--- src/design/pls_pkg.sv ---
`timescale 1ns / 1ps
// ----------------------------------------------------------------------------
// pls_pkg: shared types and constants for the priority load shedder
// Request codes, sequencer states, register map and the config bundle.
// ----------------------------------------------------------------------------
package pls_pkg;

	localparam int NUM_CHANNELS_DEF = 8;
	localparam int MAX_CHANNELS     = 8;

	// field widths
	localparam int REQ_W    = 2;
	localparam int CHAN_W   = 3;
	localparam int POWER_W  = 16;
	localparam int MASK_W   = 8;
	localparam int COUNT_W  = 4;
	localparam int DEMAND_W = 15;
	localparam int BYTE_W   = 8;
	localparam int TERM_W   = 12;   // byte * 10 mA
	localparam int WATT_W   = 18;   // demand * 5 V

	localparam int IN_DATA_W  = 24;
	localparam int OUT_DATA_W = 40;

	localparam int APB_ADDR_W = 4;
	localparam int APB_DATA_W = 32;

	localparam logic [BYTE_W-1:0] NEVER_SHED = 8'hFF;

	localparam logic [APB_DATA_W-1:0] CUR_LO_RST = 32'h0A141E0F;
	localparam logic [APB_DATA_W-1:0] CUR_HI_RST = 32'h321E0F32;
	localparam logic [APB_DATA_W-1:0] PRI_LO_RST = 32'h0607090A;
	localparam logic [APB_DATA_W-1:0] PRI_HI_RST = 32'h02050403;

	typedef enum logic [REQ_W-1:0] {
		REQ_ENABLE  = 2'd0,
		REQ_DISABLE = 2'd1,
		REQ_SHED    = 2'd2,
		REQ_STATUS  = 2'd3
	} req_t;

	typedef enum logic [1:0] {
		REG_CUR_LO = 2'd0,
		REG_CUR_HI = 2'd1,
		REG_PRI_LO = 2'd2,
		REG_PRI_HI = 2'd3
	} reg_idx_t;

	typedef enum logic [2:0] {
		ST_IDLE,
		ST_SUM,
		ST_CHECK,
		ST_SEARCH,
		ST_APPLY,
		ST_FINISH
	} state_t;

	typedef struct packed {
		logic [APB_DATA_W-1:0] cur_lo;
		logic [APB_DATA_W-1:0] cur_hi;
		logic [APB_DATA_W-1:0] pri_lo;
		logic [APB_DATA_W-1:0] pri_hi;
	} cfg_t;

endpackage

--- src/design/pls_regs.sv ---
`timescale 1ns / 1ps
// ----------------------------------------------------------------------------
// pls_regs: APB register file
// Per-channel demand and priority bytes, four 32-bit registers.
// ----------------------------------------------------------------------------
module pls_regs
	import pls_pkg::*;
(
	input  logic                  clk,
	input  logic                  arst_n,
	input  logic                  psel,
	input  logic                  penable,
	input  logic                  pwrite,
	input  logic [APB_ADDR_W-1:0] paddr,
	input  logic [APB_DATA_W-1:0] pwdata,
	output logic [APB_DATA_W-1:0] prdata,
	output logic                  pready,
	output cfg_t                  cfg
);

	cfg_t     cfg_q;
	reg_idx_t idx;
	logic     wr_en;

	assign pready = 1'b1;
	assign idx    = reg_idx_t'(paddr[3:2]);
	assign wr_en  = psel && penable && pwrite && pready;
	assign cfg    = cfg_q;

	always_ff @(posedge clk or negedge arst_n) begin
		if (!arst_n) begin
			cfg_q.cur_lo <= CUR_LO_RST;
			cfg_q.cur_hi <= CUR_HI_RST;
			cfg_q.pri_lo <= PRI_LO_RST;
			cfg_q.pri_hi <= PRI_HI_RST;
		end else if (wr_en) begin
			case (idx)
				REG_CUR_LO: cfg_q.cur_lo <= pwdata;
				REG_CUR_HI: cfg_q.cur_hi <= pwdata;
				REG_PRI_LO: cfg_q.pri_lo <= pwdata;
				REG_PRI_HI: cfg_q.pri_hi <= pwdata;
				default:    cfg_q <= cfg_q;
			endcase
		end
	end

	always_comb begin
		case (idx)
			REG_CUR_LO: prdata = cfg_q.cur_lo;
			REG_CUR_HI: prdata = cfg_q.cur_hi;
			REG_PRI_LO: prdata = cfg_q.pri_lo;
			REG_PRI_HI: prdata = cfg_q.pri_hi;
			default:    prdata = '0;
		endcase
	end

endmodule

--- src/design/pls_engine.sv ---
`timescale 1ns / 1ps
// ----------------------------------------------------------------------------
// pls_engine: sequencer and shared add/compare unit
// Walks the channels one per cycle for demand sums and min-priority search.
// ----------------------------------------------------------------------------
module pls_engine
	import pls_pkg::*;
#(
	parameter int NUM_CHANNELS = NUM_CHANNELS_DEF
) (
	input  logic                clk,
	input  logic                arst_n,
	input  cfg_t                cfg,
	input  logic                in_valid,
	output logic                in_ready,
	input  logic [REQ_W-1:0]    req_type,
	input  logic [CHAN_W-1:0]   channel,
	input  logic [POWER_W-1:0]  available_power_mw,
	output logic                out_valid,
	input  logic                out_ready,
	output logic [MASK_W-1:0]   enabled_mask,
	output logic [COUNT_W-1:0]  active_count,
	output logic [DEMAND_W-1:0] demand_ma,
	output logic [MASK_W-1:0]   shed_mask,
	output logic                budget_met
);

	localparam int IDX_W  = $clog2(NUM_CHANNELS);
	localparam int PASS_W = $clog2(NUM_CHANNELS + 1);
	localparam logic [IDX_W-1:0]        IDX_LAST  = IDX_W'(NUM_CHANNELS - 1);
	localparam logic [IDX_W-1:0]        IDX_FIRST = IDX_W'(1);
	localparam logic [PASS_W-1:0]       PASS_MAX  = PASS_W'(NUM_CHANNELS);
	localparam logic [CHAN_W:0]         CHAN_LIM  = (CHAN_W + 1)'(NUM_CHANNELS);
	localparam logic [NUM_CHANNELS-1:0] EN_RST    = NUM_CHANNELS'(15);

	state_t state_q, state_d;

	logic [NUM_CHANNELS-1:0] en_q;
	logic [NUM_CHANNELS-1:0] shed_q;
	logic                    out_valid_q;
	req_t                    req_q;
	logic [POWER_W-1:0]      power_q;
	logic [IDX_W-1:0]        idx_q;
	logic [IDX_W-1:0]        pick_q;
	logic [BYTE_W-1:0]       low_q;
	logic                    found_q;
	logic [PASS_W-1:0]       pass_q;
	logic [DEMAND_W-1:0]     demand_q;
	logic [COUNT_W-1:0]      count_q;

	logic [MASK_W-1:0]   out_mask_q;
	logic [COUNT_W-1:0]  out_count_q;
	logic [DEMAND_W-1:0] out_demand_q;
	logic [MASK_W-1:0]   out_shed_q;
	logic                out_met_q;

	logic [BYTE_W-1:0] cur_a [NUM_CHANNELS];
	logic [BYTE_W-1:0] pri_a [NUM_CHANNELS];

	logic                    in_fire;
	logic                    out_free;
	logic                    out_load;
	logic                    ch_ok;
	logic [NUM_CHANNELS-1:0] ch_bit;
	logic [NUM_CHANNELS-1:0] pick_bit;
	logic [IDX_W-1:0]        sel_idx;
	logic [BYTE_W-1:0]       sel_cur;
	logic [DEMAND_W-1:0]     term;
	logic [DEMAND_W-1:0]     acc_out;
	logic [WATT_W-1:0]       watts;
	logic                    over;
	logic                    hit;

	// unpack per-channel bytes
	always_comb begin
		for (int i = 0; i < NUM_CHANNELS; i++) begin
			cur_a[i] = (i < 4) ? cfg.cur_lo[8*(i%4) +: 8] : cfg.cur_hi[8*(i%4) +: 8];
			pri_a[i] = (i < 4) ? cfg.pri_lo[8*(i%4) +: 8] : cfg.pri_hi[8*(i%4) +: 8];
		end
	end

	// shared unit: add or subtract one channel's demand, compare one priority
	assign sel_idx = (state_q == ST_APPLY) ? pick_q : idx_q;
	assign sel_cur = cur_a[sel_idx];
	assign term    = DEMAND_W'({sel_cur, 3'b000}) + DEMAND_W'({sel_cur, 1'b0});
	assign acc_out = (state_q == ST_APPLY) ? (demand_q - term) : (demand_q + term);
	assign hit     = en_q[idx_q] && (pri_a[idx_q] < low_q);

	assign watts = WATT_W'({demand_q, 2'b00}) + WATT_W'(demand_q);
	assign over  = watts > WATT_W'(power_q);

	assign ch_ok    = {1'b0, channel} < CHAN_LIM;
	assign ch_bit   = NUM_CHANNELS'(1) << channel[IDX_W-1:0];
	assign pick_bit = NUM_CHANNELS'(1) << pick_q;

	assign out_free = !out_valid_q || out_ready;
	assign in_fire  = in_valid && in_ready;

	// next state
	always_comb begin
		state_d = state_q;
		case (state_q)
			ST_IDLE:   if (in_valid) state_d = ST_SUM;
			ST_SUM:    if (idx_q == IDX_LAST) state_d = ST_CHECK;
			ST_CHECK: begin
				if (req_q == REQ_SHED && over && pass_q < PASS_MAX) state_d = ST_SEARCH;
				else state_d = ST_FINISH;
			end
			ST_SEARCH: begin
				if (idx_q == IDX_LAST) state_d = (hit || found_q) ? ST_APPLY : ST_FINISH;
			end
			ST_APPLY:  state_d = ST_CHECK;
			ST_FINISH: if (out_free) state_d = ST_IDLE;
			default:   state_d = ST_IDLE;
		endcase
	end

	// sequencer outputs
	always_comb begin
		in_ready = 1'b0;
		out_load = 1'b0;
		case (state_q)
			ST_IDLE:   in_ready = 1'b1;
			ST_FINISH: out_load = out_free;
			default: begin
				in_ready = 1'b0;
				out_load = 1'b0;
			end
		endcase
	end

	// control state
	always_ff @(posedge clk or negedge arst_n) begin
		if (!arst_n) begin
			state_q     <= ST_IDLE;
			en_q        <= EN_RST;
			out_valid_q <= 1'b0;
		end else begin
			state_q <= state_d;
			if (in_fire && ch_ok) begin
				if (req_type == REQ_ENABLE) en_q <= en_q | ch_bit;
				else if (req_type == REQ_DISABLE && channel != '0) en_q <= en_q & ~ch_bit;
			end
			if (state_q == ST_APPLY) en_q <= en_q & ~pick_bit;
			if (out_load) out_valid_q <= 1'b1;
			else if (out_ready) out_valid_q <= 1'b0;
		end
	end

	// datapath
	always_ff @(posedge clk) begin
		case (state_q)
			ST_IDLE: begin
				req_q    <= req_t'(req_type);
				power_q  <= available_power_mw;
				idx_q    <= '0;
				pass_q   <= '0;
				demand_q <= '0;
				count_q  <= '0;
				shed_q   <= '0;
			end
			ST_SUM: begin
				if (en_q[idx_q]) begin
					demand_q <= acc_out;
					count_q  <= count_q + COUNT_W'(1);
				end
				idx_q <= idx_q + IDX_W'(1);
			end
			ST_CHECK: begin
				idx_q   <= IDX_FIRST;
				low_q   <= NEVER_SHED;
				found_q <= 1'b0;
			end
			ST_SEARCH: begin
				if (hit) begin
					low_q   <= pri_a[idx_q];
					pick_q  <= idx_q;
					found_q <= 1'b1;
				end
				idx_q <= idx_q + IDX_W'(1);
			end
			ST_APPLY: begin
				demand_q <= acc_out;
				count_q  <= count_q - COUNT_W'(1);
				shed_q   <= shed_q | pick_bit;
				pass_q   <= pass_q + PASS_W'(1);
			end
			ST_FINISH: begin
				if (out_load) begin
					out_mask_q   <= MASK_W'(en_q);
					out_count_q  <= count_q;
					out_demand_q <= demand_q;
					out_shed_q   <= MASK_W'(shed_q);
					out_met_q    <= !over;
				end
			end
			default: idx_q <= idx_q;
		endcase
	end

	assign out_valid    = out_valid_q;
	assign enabled_mask = out_mask_q;
	assign active_count = out_count_q;
	assign demand_ma    = out_demand_q;
	assign shed_mask    = out_shed_q;
	assign budget_met   = out_met_q;

endmodule

--- src/design/priority_load_shedder_unit.sv ---
// Enable, disable and status beats: the sequencer sums demand over all channels
// (N = NUM_CHANNELS, one channel per cycle through the shared adder) and checks the budget.
// A shed then runs passes (min-priority scan, apply, budget check), up to N passes.
// One request at a time: s_tready is high only while the sequencer is idle, so the
// next beat is taken only after the last result beat has entered the output register.
// Reset (arst_n, async, active low): channels 0 to 3 on, registers at defaults.
`timescale 1ns / 1ps
// ----------------------------------------------------------------------------
// priority_load_shedder_unit: channel power switch with priority shedding
// Stream request in, stream status out, APB register port for demand/priority.
// ----------------------------------------------------------------------------
module priority_load_shedder_unit
	import pls_pkg::*;
#(
	parameter int NUM_CHANNELS = NUM_CHANNELS_DEF
) (
	input  logic                  clk,
	input  logic                  arst_n,
	// APB register port
	input  logic                  psel,
	input  logic                  penable,
	input  logic                  pwrite,
	input  logic [APB_ADDR_W-1:0] paddr,
	input  logic [APB_DATA_W-1:0] pwdata,
	output logic [APB_DATA_W-1:0] prdata,
	output logic                  pready,
	// request beats
	input  logic                  s_tvalid,
	output logic                  s_tready,
	input  logic [IN_DATA_W-1:0]  s_tdata,  // req_type, channel, available_power_mw, pad
	// result beats
	output logic                  m_tvalid,
	input  logic                  m_tready,
	output logic [OUT_DATA_W-1:0] m_tdata   // enabled_mask, active_count, demand_ma,
	                                        // shed_mask, budget_met, pad
);

	cfg_t cfg;

	logic [MASK_W-1:0]   enabled_mask;
	logic [COUNT_W-1:0]  active_count;
	logic [DEMAND_W-1:0] demand_ma;
	logic [MASK_W-1:0]   shed_mask;
	logic                budget_met;

	// demand and priority bytes
	pls_regs u_regs (
		.clk     (clk),
		.arst_n  (arst_n),
		.psel    (psel),
		.penable (penable),
		.pwrite  (pwrite),
		.paddr   (paddr),
		.pwdata  (pwdata),
		.prdata  (prdata),
		.pready  (pready),
		.cfg     (cfg)
	);

	// sequencer plus shared add/compare unit; holds the enable mask and the
	// output register, so a finished beat waits there while m_tready is low
	pls_engine #(
		.NUM_CHANNELS (NUM_CHANNELS)
	) u_engine (
		.clk                (clk),
		.arst_n             (arst_n),
		.cfg                (cfg),
		.in_valid           (s_tvalid),
		.in_ready           (s_tready),
		.req_type           (s_tdata[1:0]),
		.channel            (s_tdata[4:2]),
		.available_power_mw (s_tdata[20:5]),
		.out_valid          (m_tvalid),
		.out_ready          (m_tready),
		.enabled_mask       (enabled_mask),
		.active_count       (active_count),
		.demand_ma          (demand_ma),
		.shed_mask          (shed_mask),
		.budget_met         (budget_met)
	);

	// pack result fields, lowest first, pad to whole bytes
	assign m_tdata = {4'b0000, budget_met, shed_mask, demand_ma, active_count, enabled_mask};

endmodule
--- config.mk ---
export PLATFORM = sky130hd
export DESIGN_NAME = priority_load_shedder_unit
export DESIGN_NICKNAME = d
export VERILOG_FILES = /design/src/design/pls_pkg.sv /design/src/design/pls_regs.sv /design/src/design/pls_engine.sv /design/src/design/priority_load_shedder_unit.sv
export SDC_FILE = /design/constraint.sdc
export NUM_CORES = 1
export LEC_CHECK = 0
export ABC_AREA = 0
export BUFFER_PORTS_ARGS = -buffer_cell sky130_fd_sc_hd__buf_2
export CAP_MARGIN = 30
export CORE_MARGIN = 2
export CORE_UTILIZATION = 51
export DETAILED_ROUTE_END_ITERATION = 10
export PLACE_DENSITY_LB_ADDON = 0.08
export SYNTH_ARGS = -nofsm -noshare
export SYNTH_HDL_FRONTEND = slang
export SYNTH_SLANG_ARGS = --single-unit
--- constraint.sdc ---
create_clock -name clk -period 5.59 [get_ports clk]
set_input_delay 0.2795 -clock clk [delete_from_list [all_inputs] [get_ports clk]]
set_output_delay 0.2795 -clock clk [all_outputs]
set_load 0.01 [all_outputs]
# Yosys cells after proc, flatten, opt, wreduce, memory -nomap -nowiden
# Cells that the tools add are included.
[op_classes] bitwise_logic=8 muxes=37 eq_ne=17 shift=2 div_mod_pow=0 add_sub_neg=8 multipliers=0 reduce_logical=33 magnitude_cmp=6
[op_table] operator="one-hot mux 32 bit (4 select lines)" n=1
[op_table] operator="2-to-1 mux 8 bit" n=9
[op_table] operator="binary-select mux 8 bit (select 3 bit)" n=2
[op_table] operator="one-hot mux 15 bit (3 select lines)" n=1
[op_table] operator="one-hot mux 8 bit (2 select lines)" n=2
[op_table] operator="2-to-1 mux 15 bit" n=2
[op_table] operator="adder 17 x 15 -> 18 bit" n=1
[op_table] operator="greater-than comparator 18 x 16 -> 1 bit" n=1
[op_table] operator="2-to-1 mux 3 bit" n=6
[op_table] operator="one-hot mux 3 bit (6 select lines)" n=1
[op_table] operator="AND reduction 2 bit" n=9
[op_table] operator="AND 8 bit" n=2
[op_table] operator="NOT 8 bit" n=2
[op_table] operator="OR 8 bit" n=2
[op_table] operator="<< shifter 1 x 3 -> 8 bit, first input constant" n=2
[op_table] operator="adder 15 bit" n=1
[op_table] operator="subtractor 15 bit" n=1
[op_table] operator="adder 11 x 9 -> 12 bit" n=1
[op_table] operator="one-hot mux 4 bit (3 select lines)" n=1
[op_table] operator="nonzero test 3 bit" n=4
[op_table] operator="inequality test 2 x 1 -> 1 bit, second input constant" n=5
[op_table] operator="equality test 3 bit, second input constant" n=3
[op_table] operator="one-hot mux 3 bit (3 select lines)" n=1
[op_table] operator="adder 4 x 1 -> 4 bit, second input constant" n=2
[op_table] operator="25 further kinds" n=49
[word_totals] memories=0 out_inout_bits=75 reg_bits=240 word_cells=133 in_bits=67 romBits=0 mem_bits_rw=0 latch_bits=0

# Longest topological paths before layout
[depth] depth_word=11 depth_mapped=29 ltp_nobuf=25

# Modules after synthesis
# Synthesis repeated with hierarchy kept, for this count alone.
[unflattened] cells_unflattened=1070 hier_area_um2=13760.7
[modules_own_cells] module="pls_engine" instances=1 cells_each=745 area_per_inst_um2=8008.9 seq_area_each_um2=3248.1
[modules_own_cells] module="pls_regs" instances=1 cells_each=319 area_per_inst_um2=5710.5 seq_area_each_um2=3254.4
[modules_own_cells] module="priority_load_shedder_unit" instances=1 cells_each=6 area_per_inst_um2=41.3 seq_area_each_um2=0.0

# Worst setup path after synthesis
# Ideal clock, no wire load.
[synth_path] path_kind="reg2reg" start="reg u_engine.state_q[2]" end="reg u_engine.demand_q[14], data pin" path_buffers=3 setup_time_ns=0.148 period_less_slack_ns=5.358 path_slack_ns=0.232 path_stages_with_launch=28 arrival_ns=5.209 t_required_ns=5.442 path_cell_list="dfrtp_1 -> buf_4 -> or3b_1 -> buf_6 -> a21oi_4 -> clkbuf_1 -> nand2_1 -> and3_1 -> a311oi_1 -> a31oi_1 -> inv_1 -> ha_1 -> ha_1 -> o31ai_1 -> a21oi_1 -> a211o_1 -> nand2_1 -> xnor2_1 -> nand3_2 -> o21ai_2 -> xnor2_1 -> ha_1 -> or3_1 -> o21ai_0 -> a21oi_1 -> and4_1 -> or4_1 -> mux2i_1"
[synth_via] elab_chain_len=11 word_cells_on_any_way=14 classes_between="3 x add/sub; 2 x eq/ne; 7 x mux; 1 x bitwise; 1 x reduce/logical"
[synth_lines] element="start, declared" line_no="pls_engine.sv:36" text="state_t state_q, state_d;"
[synth_lines] element="start signal, assigned" line_no="pls_engine.sv:139" text="state_q <= state_d;"
[synth_lines] element="equality test 3 bit" line_no="pls_engine.sv:83, pls_engine.sv:86, pls_engine.sv:152"
[synth_lines] element="2-to-1 mux 3 bit" line_no="pls_engine.sv:83" text="assign sel_idx = (state_q == ST_APPLY) ? pick_q : idx_q;"
[synth_lines] element="NOT 3 -> 4 bit (implied by the code)" line_no="pls_engine.sv:84" text="assign sel_cur = cur_a[sel_idx];"
[synth_lines] element="binary-select mux 8 bit (select 3 bit)" line_no="pls_engine.sv:84"
[synth_lines] element="2-to-1 mux 8 bit (implied by the code) (2 in a row)" line_no="pls_engine.sv:84"
[synth_lines] element="adder 11 x 9 -> 12 bit" line_no="pls_engine.sv:85" text="assign term = DEMAND_W'({sel_cur, 3'b000}) + DEMAND_W'({sel_cur, 1'b0});"
[synth_lines] element="adder 15 bit / subtractor 15 bit (equally long branches)" line_no="pls_engine.sv:86" text="assign acc_out = (state_q == ST_APPLY) ? (demand_q - term) : (demand_q + term);"
[synth_lines] element="2-to-1 mux 15 bit" line_no="pls_engine.sv:86"
[synth_lines] element="2-to-1 mux 15 bit" line_no="pls_engine.sv:163" text="if (en_q[idx_q]) begin"
[synth_lines] element="one-hot mux 15 bit (3 select lines) *" line_no="pls_engine.sv:152" text="case (state_q)"
[synth_lines] element="end signal, assigned" line_no="pls_engine.sv:164" text="demand_q <= acc_out;"
[synth_lines] element="end signal, assigned" line_no="pls_engine.sv:183" text="demand_q <= acc_out;"
[synth_lines] element="end, declared" line_no="pls_engine.sv:48" text="logic [DEMAND_W-1:0] demand_q;"
# Every way passes the cells marked *; elsewhere a longest branch is shown, timed or not. The select of a mux whose other input is x is not followed.
# A chain may end at the register's enable or synchronous reset.

# Final worst setup path
[layout_path] start="reg u_engine.state_q[0]" end="reg u_engine.demand_q[14], data pin"
# Same word-level chain as after synthesis.

==> implementation parameters <==
Parameter                              Value

Worst setup path
  Data arrival time of the critical path ... 5720 ps
  Endpoint kind of the worst setup timing path ... flop
  Gate family responsible for the most delay along the worst path ... simple AND/OR/NAND/NOR gates
  Highest cell delay on the worst timing path ... 500 ps
  Required time worst endpoint ... 5970 ps
  Launch instance of the worst register-to-register path ... u_engine.state_q[0]$_DFFE_PN0P_
  Slowest cell on crit path ... or4_1
  Critical Path Start Type ... flop
  Number of buffer and inverter stages on the critical path ... 3
  Reg2Reg Setup Slack ... 250 ps
  Category of the most critical setup path ... reg2reg
  Max Fanout on Critical Path ... 7
  Cells traversed along the worst timing path ... or3b_4 > inv_6 > mux2_4 > and3_1 > a311oi_1 > a31oi_2 > inv_1 > ha_4 > ha_2 > inv_1 > a311o_1 > o21ai_2 > o21a_1 > nor3_2 > a31o_2 > xnor2_1 > ha_1 > or3_1 > o21ai_0 > a21oi_1 > and4_1 > or4_1 > mux2i_1
  Most frequent CP cell ... inv_1
  Number of cell instances on the worst register-to-register path ... 23
  RR Endpoint ... u_engine.demand_q[14]$_SDFFCE_PN0P_

GRT
  Wire length of the first global-routing pass ... 49800 um
  Pin count of the biggest net entering global routing ... 80
  Via count of the first global-routing pass ... 9089
  Met1 capacity usage during global routing ... 32.1%
  Routing layer with the top usage in global route ... met2
  Leftover overflow at the end of global routing ... 0
  Met3 usage in global routing ... 2.69%
  Global routing usage summed across all routing layers ... 22.2%
  Global-route track usage on met2 ... 36.6%
  Antenna violations before repair ... 0

CTS
  Root buffer selected by CTS ... clkbuf_16
  TritonCTS Buffers ... 27
  Clock slew at the register clock pins of the worst setup and hold paths ... 60 ps
  Clock tree buffer depth ... 3
  Clock insertion delay at the later pin of the skew report ... 530 ps
  Depth of the CTS H-tree ... 1
  Clock tree from TritonCTS ... built
  Number of sinks driven by the clock tree ... 238

Layout
  Most common library cell in the layout ignoring fill and taps ... mux2_2
  Top library cells by usage in the layout, fill and taps aside ... 138 x mux2_2, 129 x buf_2, 98 x edfxtp_1
  # diodes ... 0
  Net total in the final layout ... 1385
  Count of fill cells added during filler insertion ... 2130
  Relative area change from synthesis to final layout ... 17.8%
  Final Instance Count excl. Fillers ... 1615
  Footprint of the multi-input gates ... 6670 um2
  Total area of sequential cells ... 6500 um2
  Share of layout cells above drive strength 1 ... 39.1%

Status
  Outcome ... finished clean

Synthesis
  Avg Cell Area, Syn ... 12.6 um2
  Post-synth top flop ... edfxtp_1
  Async S/R FF share, synth ... 58.8%
  Number of warnings issued by yosys ... 0
  Cell Area, Synth ... 13600 um2
  Syn Inst Count ... 1074
  FF+latch count, synth ... 238
  Sequential share of the synthesized area ... 47.9%
  EDFF count, synth ... 98
  Count of cell types in the netlist ... 77

Pwr
  Static leakage ... 6.96 nW
  Max rail drop VDD ... 415 uV
  Power density over the cells ... 642 nW/um2

Detailed routing
  DR WL/cell ... 19.2 um
  Post-detailed-routing wire length ... 31000 um
  Drt first pass iters ... 5
  Via count normalized by instance count ... 5.66
  Count of nets left with antenna violations after detail routing ... 0
  Total number of vias ... 9134
  Remaining DRCs ... 0
  Number of DRC markers in iteration 0 ... 572

STA
  Highest clock rate ... 0.187 GHz
  Final clock period utilization by the worst path ... 95.5%
  Total count of hold-check failures in the final report ... 0
  Slew at the pin with the worst max-slew slack ... 980 ps
  Final critical-path required period ... 5340 ps
  Number of max-slew violations in the final report ... 0
  Number of endpoints failing setup at the final stage ... 0
  Setup Skew ... 9.98 ps
  Worst max-slew margin expressed relative to the limit ... 34.7%
  Final worst slack ... 250 ps

Placement
  Number of cells after detailed placement ... 1536
  Worst slack at placement ... 53.7 ps
  Number of port buffers ... 130
  Final HPWL DP ... 21800 um
  Placer congestion estimate ... 0.860

Hold path
  Hold-critical path endpoint ... u_regs.cfg[44]$_DFFE_PN0P_
  Number of cells on the worst hold path ... 2
  Min-Delay Path Class ... in2reg
  Beginning of the worst hold path ... pwdata[12]

Floorplan
  Placement row count ... 59
  Effective utilization at floorplan ... 52.1%
  Area of the die ... 27900 um2
  X dimension of the die ... 167 um
  I/O pin cnt ... 142
  Area of the core region ... 26100 um2
  Die H ... 167 um

Job
  Number of max-cap violations ... 0
## layout make-up
class                           instances  share of cell area (%)
Timing Repair Buffer                  209                    8.22
Tap cell                              335                    2.62
Inverter                               60                    1.44
Clock buffer                           44                    5.12
Clock inverter                          6                   0.211
Multi-Input combinational cell        723                    41.7
Sequential cell                       238                    40.7
## cells in the mapped netlist (all sizes together) (2+ instances only)
library cell,instances,area share (%)
mux2,139,12
edfxtp,98,22
dfrtp,95,18
mux2i,70,5.3
nor2,62,1.7
inv,60,1.7
ha,56,5.2
nand2,56,1.5
mux4,50,8.3
a21oi,48,1.9
dfstp,45,8.7
o21ai,33,1.2
xnor2,32,2.1
buf,30,1.4
clkbuf,27,0.75
nand3,14,0.55
nor3,14,0.60
a21o,12,0.66
xor2,11,0.71
a211oi,10,0.59
or3,10,0.46
a31oi,8,0.37
nand2b,8,0.37
nand4,8,0.37
o31ai,8,0.44
and3,7,0.32
nor2b,7,0.32
a21boi,5,0.28
a311oi,4,0.30
and2,4,0.18
fa,3,0.44
o21a,3,0.17
o22ai,3,0.18
a311o,2,0.15
conb,2,0.055
nor4,2,0.092
o211ai,2,0.11
o21bai,2,0.11
o221ai,2,0.13
## worst max path at each step
stage,startpoint,end,slack [ps],depth (start not counted)
floorplan,u_engine.state_q[2]$_DFFE_PN0P_,u_engine.demand_q[14]$_SDFFCE_PN0P_,230,27
global placement,u_engine.state_q[1]$_DFFE_PN0P_,u_engine.demand_q[14]$_SDFFCE_PN0P_,130,23
detailed placement,u_engine.state_q[1]$_DFFE_PN0P_,u_engine.demand_q[14]$_SDFFCE_PN0P_,50,23
CTS,u_engine.state_q[1]$_DFFE_PN0P_,u_engine.demand_q[14]$_SDFFCE_PN0P_,10,23
global route,u_engine.state_q[0]$_DFFE_PN0P_,u_engine.demand_q[14]$_SDFFCE_PN0P_,-50,23
finish,u_engine.state_q[0]$_DFFE_PN0P_,u_engine.demand_q[14]$_SDFFCE_PN0P_,250,23
## metal layers
metal | routed length, um | up-vias | part of all wire, %
met5 | 0 | - | 0
met4 | 464 | 0 | 1.5
met3 | 1240 | 31 | 4.0
met2 | 14800 | 188 | 48
met1 | 14500 | 4550 | 47
li1 | - | 4365 | -
## logic make-up (layout without fill, tap and decap cells)
family,Yosys count,count (layout),share of synthesized area [%]
compound gates,154,154,7.39
xor+xnor,43,43,2.83
fa+ha+maj,60,60,5.69
buf+inv,117,319,3.79
flops,238,238,47.9
mux,259,259,25.2
other cells,2,6,0.0554
simple gates,201,201,7.11
## stage by stage
stage	TNS [ps]	utilization (%)	total power [W]	area, um2	hold WS (ps)
floorplan	0	-	0.00694	13600	-16.1
global placement	0	56.7	0.00828	14800	366
detailed placement	0	56.7	0.00842	14800	364
CTS	0	60.8	0.0102	15800	1.51
global route	-49.1	61.4	0.0111	16000	11.2
finish	0	61.4	0.0103	16000	25.1
## sequential cells by signal, indices dropped and copies added, names as in the netlist, 8 cells and up, named ones only
register	count
u_engine.enabled_mask	8
u_engine.demand_ma	14
u_engine.demand_q	14
u_engine.low_q	8
u_engine.shed_q	8
u_engine.shed_mask	8
u_regs.cfg	128
u_engine.power_q	16
## what timing repair did
item	in CTS	in global routing
hold endpoints to repair	71	0
hold buffers	21	0
setup buffers	0	7
gates resized for setup	0	20
endpoints found under the setup margin	0	2
## worst reg2reg max path, stage by stage, from the launching register on
cell and delay (ps):
dfrtp_1 380, or3b_4 480, inv_6 120, mux2_4 350
and3_1 160, a311oi_1 300, a31oi_2 90, inv_1 160
ha_4 160, ha_2 190, inv_1 60, a311o_1 300
o21ai_2 140, o21a_1 200, nor3_2 70, a31o_2 260
xnor2_1 130, ha_1 330, or3_1 300, o21ai_0 70
a21oi_1 70, and4_1 230, or4_1 500, mux2i_1 150
## power by group
group / leakage (nW) / total [W] / internal [W] / switching [W]
Clock: 0.425 / 0.00169 / 0.000997 / 0.000691
Combinational: 3.99 / 0.00569 / 0.00270 / 0.00299
Sequential: 2.55 / 0.00289 / 0.00252 / 0.000367
No activity file was read; power rests on OpenSTA's default activity.
